==> config.mk <==
export PLATFORM = sky130hd
export DESIGN_NAME = protection_region_cover_core
export DESIGN_NICKNAME = d
export VERILOG_FILES = /design/src/hw/rtl/prcov_pkg.sv /design/src/hw/rtl/prcov_calc.sv /design/src/hw/rtl/protection_region_cover_core.sv
export VERILOG_INCLUDE_DIRS = /design/src /design/src/hw/rtl
export SDC_FILE = /design/constraint.sdc
export NUM_CORES = 1
export LEC_CHECK = 0
export BUFFER_PORTS_ARGS = -buffer_cell sky130_fd_sc_hd__buf_2
export CAP_MARGIN = 20
export CORE_MARGIN = 5
export CORE_UTILIZATION = 40
export CTS_BUF_LIST = sky130_fd_sc_hd__clkbuf_4
export DETAILED_ROUTE_END_ITERATION = 10
export GPL_TIMING_DRIVEN = 0
export PLACE_DENSITY_LB_ADDON = 0.05
export SLEW_MARGIN = 10
export SYNTH_ARGS = -nofsm -noshare
export SYNTH_HDL_FRONTEND = slang
export SYNTH_SLANG_ARGS = --single-unit
==> constraint.sdc <==
create_clock -name i_clk -period 21.9 [get_ports i_clk]
set_clock_uncertainty 0.05 [all_clocks]
set_input_delay 4.38 -clock i_clk [delete_from_list [all_inputs] [get_ports i_clk]]
set_output_delay 4.38 -clock i_clk [all_outputs]
set_load 0.02 [all_outputs]
==> src/hw/rtl/protection_region_cover_core_assert.svh <==
// assertion macros for the protection region cover block
// no dependencies; the bodies are empty when SYNTH is defined
`ifndef PROTECTION_REGION_COVER_CORE_ASSERT_SVH
`define PROTECTION_REGION_COVER_CORE_ASSERT_SVH

`ifndef SYNTH
// clocked assertion, switched off while reset is asserted
`define PRC_ASSERT(lbl, clk, rst_n, prop, msg) \
    lbl: assert property (@(posedge clk) disable iff (!rst_n) (prop)) else $error(msg);
// clocked assertion that also holds during reset
`define PRC_ASSERT_ALWAYS(lbl, clk, prop, msg) \
    lbl: assert property (@(posedge clk) (prop)) else $error(msg);
`else
`define PRC_ASSERT(lbl, clk, rst_n, prop, msg)
`define PRC_ASSERT_ALWAYS(lbl, clk, prop, msg)
`endif

`endif

==> src/hw/rtl/prcov_pkg.sv <==
// shared types and constants for the protection region cover block
// no dependencies
`timescale 1ns / 1ps

package prcov_pkg;

    localparam int ADDR_W          = 32;
    localparam int COVER_CODE_W    = 5;
    localparam int SUB_COUNT       = 8;
    localparam int SUB_IDX_W       = 3;
    localparam int MIN_REGION_DEF  = 256;

    // one request: target byte range
    typedef struct packed {
        logic [ADDR_W-1:0] base_address;
        logic [ADDR_W-1:0] span_length;
    } t_prcov_req;

    // one result: covering region description
    typedef struct packed {
        logic                    ok;
        logic [ADDR_W-1:0]       cover_base;
        logic [COVER_CODE_W-1:0] cover_code;
        logic [SUB_COUNT-1:0]    sub_off;
        logic                    exact_fit;
    } t_prcov_rsp;

endpackage

==> src/hw/rtl/prcov_calc.sv <==
// combinational region search: leading-one detect, masking, subregion map
// depends on prcov_pkg
`timescale 1ns / 1ps

module prcov_calc
    import prcov_pkg::*;
#(
    parameter int MIN_REGION_SIZE = MIN_REGION_DEF
) (
    input  t_prcov_req i_req,
    output t_prcov_rsp o_rsp
);

    localparam int MinLog = $clog2(MIN_REGION_SIZE);
    localparam int KW     = $clog2(ADDR_W + 1);

    // highest set bit position plus one, zero for an all-zero word
    function automatic logic [KW-1:0] lead_pos(input logic [ADDR_W-1:0] d);
        logic [KW-1:0] pos;
        pos = '0;
        for (int i = 0; i < ADDR_W; i++) begin
            if (d[i]) begin
                pos = KW'(i + 1);
            end
        end
        return pos;
    endfunction

    logic [ADDR_W:0]        end_sum;
    logic [ADDR_W:0]        last_sum;
    logic [ADDR_W-1:0]      last_addr;
    logic                   range_ok;
    logic [KW-1:0]          diff_pos;
    logic [KW-1:0]          size_log;
    logic [KW-1:0]          sub_log;
    logic [ADDR_W-1:0]      low_mask;
    logic [ADDR_W-1:0]      sub_mask;
    logic [SUB_IDX_W-1:0]   lo_idx;
    logic [SUB_IDX_W-1:0]   hi_idx;
    logic [SUB_COUNT-1:0]   dis_mask;
    logic                   exact;

    assign end_sum   = {1'b0, i_req.base_address} + {1'b0, i_req.span_length};
    assign last_sum  = {1'b0, i_req.base_address} + {1'b0, i_req.span_length}
                     - {{ADDR_W{1'b0}}, 1'b1};
    assign last_addr = last_sum[ADDR_W-1:0];

    // reject empty spans and spans ending past the top of the address space
    assign range_ok = (i_req.span_length != '0)
                    && !(end_sum[ADDR_W] && (end_sum[ADDR_W-1:0] != '0));

    assign diff_pos = lead_pos(i_req.base_address ^ last_addr);
    assign size_log = (diff_pos > KW'(MinLog)) ? diff_pos : KW'(MinLog);
    assign sub_log  = size_log - KW'(SUB_IDX_W);

    assign low_mask = ~({ADDR_W{1'b1}} << size_log);
    assign sub_mask = ~({ADDR_W{1'b1}} << sub_log);

    assign lo_idx = SUB_IDX_W'(i_req.base_address >> sub_log);
    assign hi_idx = SUB_IDX_W'(last_addr >> sub_log);

    always_comb begin
        for (int i = 0; i < SUB_COUNT; i++) begin
            dis_mask[i] = !((SUB_IDX_W'(i) >= lo_idx) && (SUB_IDX_W'(i) <= hi_idx));
        end
    end

    assign exact = ((i_req.base_address & sub_mask) == '0)
                && ((end_sum[ADDR_W-1:0] & sub_mask) == '0);

    always_comb begin
        o_rsp = '0;
        if (range_ok) begin
            o_rsp.ok         = 1'b1;
            o_rsp.cover_base = i_req.base_address & ~low_mask;
            o_rsp.cover_code = COVER_CODE_W'(size_log - KW'(1));
            o_rsp.sub_off    = dis_mask;
            o_rsp.exact_fit  = exact;
        end
    end

endmodule

==> src/hw/rtl/protection_region_cover_core.sv <==
// top level of the protection region cover block: request and result registers
// depends on prcov_pkg, prcov_calc and protection_region_cover_core_assert.svh
`timescale 1ns / 1ps
`include "protection_region_cover_core_assert.svh"

// channel   direction  valid     stall     payload
// request   in         i_valid   o_stall   i_req  (t_prcov_req)
// result    out        o_valid   i_stall   o_rsp  (t_prcov_rsp)
//
// a request can be taken every cycle while o_stall is low; it is held in the request
// register, from which its result is loaded into the result register and leaves the block
// the work sits between the request register and the result register
// reset is synchronous and active low and clears only the two valid flags
// a stalled result holds in its register while one more request is still taken
// o_stall rises only when both registers are full and the result is stalled

module protection_region_cover_core
    import prcov_pkg::*;
#(
    parameter int MIN_REGION_SIZE = MIN_REGION_DEF
) (
    input  logic       i_clk,
    input  logic       i_rst_n,
    input  logic       i_valid,
    output logic       o_stall,
    input  t_prcov_req i_req,
    output logic       o_valid,
    input  logic       i_stall,
    output t_prcov_rsp o_rsp
);

    // request stage
    logic       r_in_valid;
    logic       n_in_valid;
    t_prcov_req r_in_req;

    // result stage
    logic       r_out_valid;
    logic       n_out_valid;
    t_prcov_rsp r_out_rsp;

    t_prcov_rsp calc_rsp;

    logic out_free;
    logic in_free;
    logic in_take;
    logic out_load;

    // result register can load when empty or being drained this cycle
    assign out_free = !r_out_valid || !i_stall;
    // request register can load when empty or moving on
    assign in_free  = !r_in_valid || out_free;
    assign in_take  = i_valid && in_free;
    assign out_load = r_in_valid && out_free;

    assign n_in_valid  = in_take || (r_in_valid && !out_free);
    assign n_out_valid = out_load || (r_out_valid && i_stall);

    always_ff @(posedge i_clk) begin
        if (!i_rst_n) begin
            r_in_valid  <= 1'b0;
            r_out_valid <= 1'b0;
        end else begin
            r_in_valid  <= n_in_valid;
            r_out_valid <= n_out_valid;
        end
    end

    // payload registers, no reset
    always_ff @(posedge i_clk) begin
        if (in_take) begin
            r_in_req <= i_req;
        end
        if (out_load) begin
            r_out_rsp <= calc_rsp;
        end
    end

    // region search between the two registers
    prcov_calc #(
        .MIN_REGION_SIZE (MIN_REGION_SIZE)
    ) u_calc (
        .i_req (r_in_req),
        .o_rsp (calc_rsp)
    );

    assign o_stall = !in_free;
    assign o_valid = r_out_valid;
    assign o_rsp   = r_out_rsp;

    // rejected results carry no other information
    `PRC_ASSERT(a_reject_zero, i_clk, i_rst_n,
        (r_out_valid && !r_out_rsp.ok) |-> ((r_out_rsp.cover_base == '0)
        && (r_out_rsp.cover_code == '0) && (r_out_rsp.sub_off == '0)
        && !r_out_rsp.exact_fit), "rejected result has nonzero fields")
    // a found region is never below the minimum size
    `PRC_ASSERT(a_min_size, i_clk, i_rst_n,
        (r_out_valid && r_out_rsp.ok) |-> (r_out_rsp.cover_code
        >= COVER_CODE_W'($clog2(MIN_REGION_SIZE) - 1)), "region below minimum size")
    // at least one subregion touches the target
    `PRC_ASSERT(a_some_sub, i_clk, i_rst_n,
        (r_out_valid && r_out_rsp.ok) |-> (r_out_rsp.sub_off != {SUB_COUNT{1'b1}}),
        "all subregions disabled")
    // a pending request moves to the result stage when it is free
    `PRC_ASSERT(a_advance, i_clk, i_rst_n,
        (r_in_valid && !(r_out_valid && i_stall)) |=> r_out_valid,
        "request lost between stages")
    // an empty request stage never stalls upstream
    `PRC_ASSERT_ALWAYS(a_no_idle_stall, i_clk, !r_in_valid |-> !o_stall, "stall with empty request stage")

endmodule
Yosys cells after proc, flatten, opt, wreduce, memory -nomap -nowiden
Index checks and enable logic that the tools add are counted.
- RAM bits: 0
- flip-flop bits (word level): 113
- word-level logic and storage cells: 112
- bits of input ports: 68
- latch bits: 0
- memories kept: 0
- output and inout port bits: 49
- memory bits (read-only): 0
- reduce and logical (&&, ||, !) cells: 37
- multiplexer cells: 34
- div/mod/pow operators: 0
- add/sub/neg operators: 4
- bitwise gates (word level): 7
- shifts and indexed selects: 4
- order comparisons: 17
- multiply operators: 0
- equality and inequality tests: 0
- operators by type and width (kind ; count):
    $and 32x32->32 ; 3
    $not 32->32 ; 3
    $mux 5 ; 16
    $logic_not 32->1 ; 2
    $reduce_bool 32->1 ; 2
    $shl 32x6->32 const A ; 2
    $shr 32x6->3 ; 2
    $mux 47 ; 1
    $add 32x32->33 ; 1
    $mux 4 ; 8
    $sub 32x1->32 const B ; 1
    $xor 32x32->32 ; 1
    $logic_and 1x1->1 ; 15
    $logic_not 1->1 ; 14
    $ge 3x3->1 const A ; 4
    $le 3x3->1 const A ; 4
    $mux 3 ; 4
    $mux 6 ; 2
    $ge 1x3->1 const A ; 2
    $ge 2x3->1 const A ; 2
    $gt 6x4->1 const B ; 1
    $le 1x3->1 const A ; 2
    $le 2x3->1 const A ; 2
    $sub 6x2->6 const B ; 1
    4 further kinds ; 8

Depth between registers and ports, before layout
- word-level depth: 44
- mapped depth: 35
- mapped depth without buffers: 30

Modules after synthesis
From an unflattened synthesis, not the netlist that was laid out.
- cells, all modules: 1130
- area total of the unflattened synthesis: 10854.2 sq um
- by module, submodules not included (module ; instances ; cells each ; sequential area each (sq um) ; area an instance (sq um)):
    prcov_calc ; 1 ; 1011 ; 0.0 ; 7437.1
    protection_region_cover_core ; 1 ; 119 ; 3373.2 ; 3417.0

Worst setup path before layout
No wires, ideal clock.
- path type: input to output
- start point: input port i_stall
- end point: output port o_stall
- cell stages on the path: 1
- required time: 17470 ps
- data arrival time: 4654 ps
- setup slack: 12816 ps
- buffers on the path: 0
- cell sequence: and3_1
- word-level cells in the longest chain between the ends: 4
- RTL lines (element ; line ; source):
    start: declaration ; protection_region_cover_core.sv:28 ; input logic i_stall,
    $logic_not 1->1 ; protection_region_cover_core.sv:50 ; assign out_free = !r_out_valid || !i_stall;
    $logic_or 1x1->1 ; protection_region_cover_core.sv:50 ;
    $logic_or 1x1->1 ; protection_region_cover_core.sv:52 ; assign in_free = !r_in_valid || out_free;
    $logic_not 1->1 ; protection_region_cover_core.sv:87 ; assign o_stall = !in_free;
    end: declaration ; protection_region_cover_core.sv:25 ; output logic o_stall,
Every way passes these cells.

Worst setup path after layout
- start point: register r_in_req[32] in the netlist's numbering
- end point: register r_out_rsp, in the netlist o_rsp[0], data pin
- word-level cells in the longest chain between the ends: 43
- elaborated cells between the ends (all ways): 49
- those cells by class: add/sub (3); order compare (1); shift (1); mux (33); bitwise (4); reduce/logical (7)
- RTL lines (element ; line ; source):
    start: declaration ; protection_region_cover_core.sv:35 ; t_prcov_req r_in_req;
    start signal: assignment ; protection_region_cover_core.sv:72 ; r_in_req <= i_req;
    $add 32x32->33 ; prcov_calc.sv:44 ; assign last_sum = {1'b0, i_req.base_address} + {1'b0, i_req.span_length}
    $sub 32x1->32 ; prcov_calc.sv:45 ; - {{ADDR_W{1'b0}}, 1'b1};
    $xor 32x32->32 ; prcov_calc.sv:52 ; assign diff_pos = lead_pos(i_req.base_address ^ last_addr);
    $mux 1 ; prcov_calc.sv:22 ; if (d[i]) begin
    $mux 2 (2 in series) ; prcov_calc.sv:22 ;
    $mux 3 (4 in series) ; prcov_calc.sv:22 ;
    $mux 4 (8 in series) ; prcov_calc.sv:22 ;
    $mux 5 (16 in series) ; prcov_calc.sv:22 ;
    $mux 6 ; prcov_calc.sv:22 ;
    $gt 6x4->1 ; prcov_calc.sv:53 ; assign size_log = (diff_pos > KW'(MinLog)) ? diff_pos : KW'(MinLog);
    $mux 6 ; prcov_calc.sv:53 ;
    $sub 6x2->6 ; prcov_calc.sv:54 ; assign sub_log = size_log - KW'(SUB_IDX_W);
    $shl 32x6->32 ; prcov_calc.sv:57 ; assign sub_mask = ~({ADDR_W{1'b1}} << sub_log);
    $not 32->32 ; prcov_calc.sv:57 ;
    $and 32x32->32 (on tied branches) ; prcov_calc.sv:68, prcov_calc.sv:69 ;
    $logic_not 32->1 (on tied branches) ; prcov_calc.sv:68, prcov_calc.sv:69 ;
    $logic_and 1x1->1 ; prcov_calc.sv:69 ; && ((end_sum[ADDR_W-1:0] & sub_mask) == '0);
    end signal: assignment ; protection_region_cover_core.sv:75 ; r_out_rsp <= calc_rsp;
    end: declaration ; protection_region_cover_core.sv:40 ; t_prcov_rsp r_out_rsp;
Parallel ways exist; a longest one is shown, timed or not.
A chain may end at the register's enable or synchronous reset.

==> summary.txt <==
GRT
  – Largest net degree at the start of global routing: 33
  – First-pass GRT wire length: between 50000 and 60000 µm
  – Vias in the first global route: between 9000 and 10000
  – Total grt overflow: 0
  – Initial antenna violation count: 1
  – Tot GR Track Use: 0.242

Hold path
  – Worst hold path depth: 2
  – Hold WC Path Type: flop to flop

Layout
  – Share of post-route cells with drive strength above 1: 0.196
  – Final non-filler cell area: about 12000 µm²
  – Synthesis-to-finish area growth: 13.8%
  – Multi-input gate area in the final layout: 6780 µm²
  – FF/Latch Area: roughly 3400 µm²
  – Nets@finish: between 1000 and 1500
  – Final core occ: 0.460
  – Non-filler cells, final: ~1600
  – FILL cells: approximately 2600

Place
  – Port bufs: about 120
  – DP HPWL: 27800 µm
  – Placed inst area: 11600 µm²
  – GPL Wtd Cong: about 0.97
  – Placed cells: roughly 1600
  – Post-Place Worst Slack: between 10 and 15 ns

Worst setup path
  – CP Class: flop to flop
  – Buffers & Inverters on Critical Path: 9
  – Slowest stage delay, CP: ~0.8 ns
  – Worst setup EP type: flop
  – Critical-path top delay cell: nor4b_2
  – Worst Path Arrival: 11.27 ns
  – CP required: 22.27 ns
  – Stages on worst setup path: 30
  – Cell count of the worst reg-to-reg path: 30
  – Most frequent CP cell: clkbuf_1
  – CP Launch Type: flop
  – Worst-path maximum fanout: 10
  – Crit path max-delay family: buffers and inverters

Floorplan
  – I/O pins: ~120
  – Core area: 25900 µm²
  – Die area: approximately 30000 µm²
  – Starting Density: 0.405
  – Site Rows: 59
  – Die width: ~170 µm
  – Die height: around 170 µm

Timing
  – Hold_ws: 0.489 ns
  – Final setup fails: 0
  – Min Tclk post-route: 10.90 ns
  – Final setup margin: around 11 ns
  – Final hold violation count: 0
  – Period utilisation layout: 0.498
  – Worst-margin pin slew: 1.10 ns
  – Max Fclk: slightly above 90 MHz
  – Worst slew margin: 0.270
  – Final slew viol count: 0
  – RSZ-0062 raised after global routing: false
  – Final setup TNS: 0 ns

Pwr
  – P_leak: roughly 4.5 nW
  – Final Power: approximately 1.1 mW
  – Worst vdd ir: between 0.05 and 0.06 mV
  – Pwr/cell area: between 90 and 100 nW/µm²

Synthesis
  – Synth Flop Type: edfxtp_1
  – Post-synth EDFFs: 111
  – Synth Area per Inst: about 9.6 µm²
  – Seq cells post-synth: 113
  – Sequential area share after synthesis: 0.322
  – YS warnings: 0
  – Fraction of registers with async set/reset: 0
  – Synth Cell Area: ~10000 µm²
  – Synth unique cells: approximately 110
  – Synth Instances: 1089

CTS
  – Number of gates resized after CTS: 0
  – Worst-skew pair later-pin latency: around 0.57 ns
  – H-tree levels: 4
  – CTS Buf Count: 17
  – Postcts setup bufs: 0
  – CTS Root Buffer Type: clkbuf_4
  – CTS max path bufs: 2
  – Clock Pin Slew Worst Setup and Hold Paths: roughly 0.13 ns
  – Hold buffers post-CTS: 0
  – CTS tree: done
  – CTS Sinks: around 110

Routing
  – Antenna viol nets, final: 0
  – Drt drc: 0
  – Via count: roughly 9800
  – Drt pass-1 iters: 5
  – DR vias/cell: approximately 6
  – DR iter-0 viols: 877
  – Total wire length: approximately 36000 µm
  – Routed length per instance: 22.8 µm

Flow run
  – Max_cap viols: 0

Outcome
  – Status: finished clean
logic make-up (layout without fill, tap and decap cells):
group | after synthesis | in the layout | synth area share
mux | 47 | 47 | 0.0713
other cells | 1 | 9 | 0.000358
xor+xnor | 90 | 90 | 0.0963
compound gates | 334 | 334 | 0.228
simple gates | 379 | 379 | 0.195
buf+inv | 82 | 234 | 0.0355
flops | 113 | 113 | 0.322
fa+ha+maj | 43 | 43 | 0.0520
layout make-up:
type | instances | area share
antenna | 1 | 0.000210
buffer | 52 | 0.0213
clock buffer | 17 | 0.0107
clock inverter | 15 | 0.0174
inverter | 30 | 0.00986
multi-input combinational | 901 | 0.568
sequential | 113 | 0.283
tap | 335 | 0.0351
timing repair buffer | 120 | 0.0543
cell usage in the layout, fill, tap and decap left out, types with 21 or more instances in the layout:
| cell | count |
|---|---|
| inv_1 | 29 |
| buf_2 | 130 |
| o21ai_0 | 49 |
| a21oi_1 | 69 |
| xor2_1 | 22 |
| mux4_2 | 21 |
| nor3_1 | 34 |
| edfxtp_1 | 111 |
| nand2_1 | 82 |
| nor2_1 | 88 |
| clkbuf_1 | 30 |
| xnor2_1 | 52 |
| ha_1 | 42 |
worst paths after layout:
kind / start / endpoint / slack [ns]
max reg2reg: r_in_req[32] / o_rsp[0] / 11.00
min: r_in_valid / o_valid / 0.49
max: r_in_req[32] / o_rsp[0] / 11.00
min reg2reg: r_in_valid / o_valid / 0.49
routing by layer:
metal | vias up | routed length (µm) | global-route usage
met5 | - | 0 | 0
met4 | 0 | 1080 | 0.0854
met3 | 74 | 2860 | 0.0396
met2 | 463 | 16400 | 0.382
met1 | 4664 | 15800 | 0.338
li1 | 4563 | - | -
flip-flops by register name, summed over array words and instances (netlist names):
name        flops
o_valid         1
r_in_req       64
o_rsp          47
r_in_valid      1
synthesized netlist by cell type (6+ instances only):
cell type,number,share of area
nor3_1,34,0.016
a2111oi_0,6,0.0050
o21ai_1,8,0.0038
mux2_2,7,0.0075
o22ai_1,13,0.0078
and2_1,14,0.0084
nand2_1,82,0.029
a21oi_1,69,0.033
and4_1,7,0.0058
ha_1,42,0.050
a21o_1,18,0.013
edfxtp_1,111,0.32
nand3_1,20,0.0096
nand4_1,16,0.0096
o21ai_0,49,0.023
mux2i_1,15,0.014
o211a_1,8,0.0076
a31oi_1,13,0.0078
inv_1,29,0.010
buf_2,14,0.0067
xor2_1,22,0.018
or3_1,12,0.0072
xnor2_1,52,0.043
nor2_1,88,0.032
o21a_1,12,0.0086
nand2b_1,13,0.0078
a211oi_1,19,0.014
clkbuf_1,30,0.011
and3_1,20,0.012
or4_1,7,0.0050
xnor3_1,15,0.032
nor4_1,20,0.012
nor2b_1,7,0.0042
mux4_2,21,0.045
nor3b_1,9,0.0064
a21boi_0,7,0.0050
a221oi_1,12,0.010
a22oi_1,6,0.0043
o211ai_1,20,0.014
power breakdown:
part	internal (mW)	switching (mW)	leakage [nW]
Clock	0.0920	0.102	0.172
Sequential	0.261	0.0148	1.07
Combinational	0.243	0.389	3.29
Total	0.596	0.506	4.53
tightest hold or removal path: cells and delay by family (launching register included):
kind	cells	cell delay [ns]
DFF	1	0.37
AOI/OAI and AO/OA	1	0.05
and+or+nand+nor	1	0.09
Note: power is estimated with default switching activity, not from simulation.
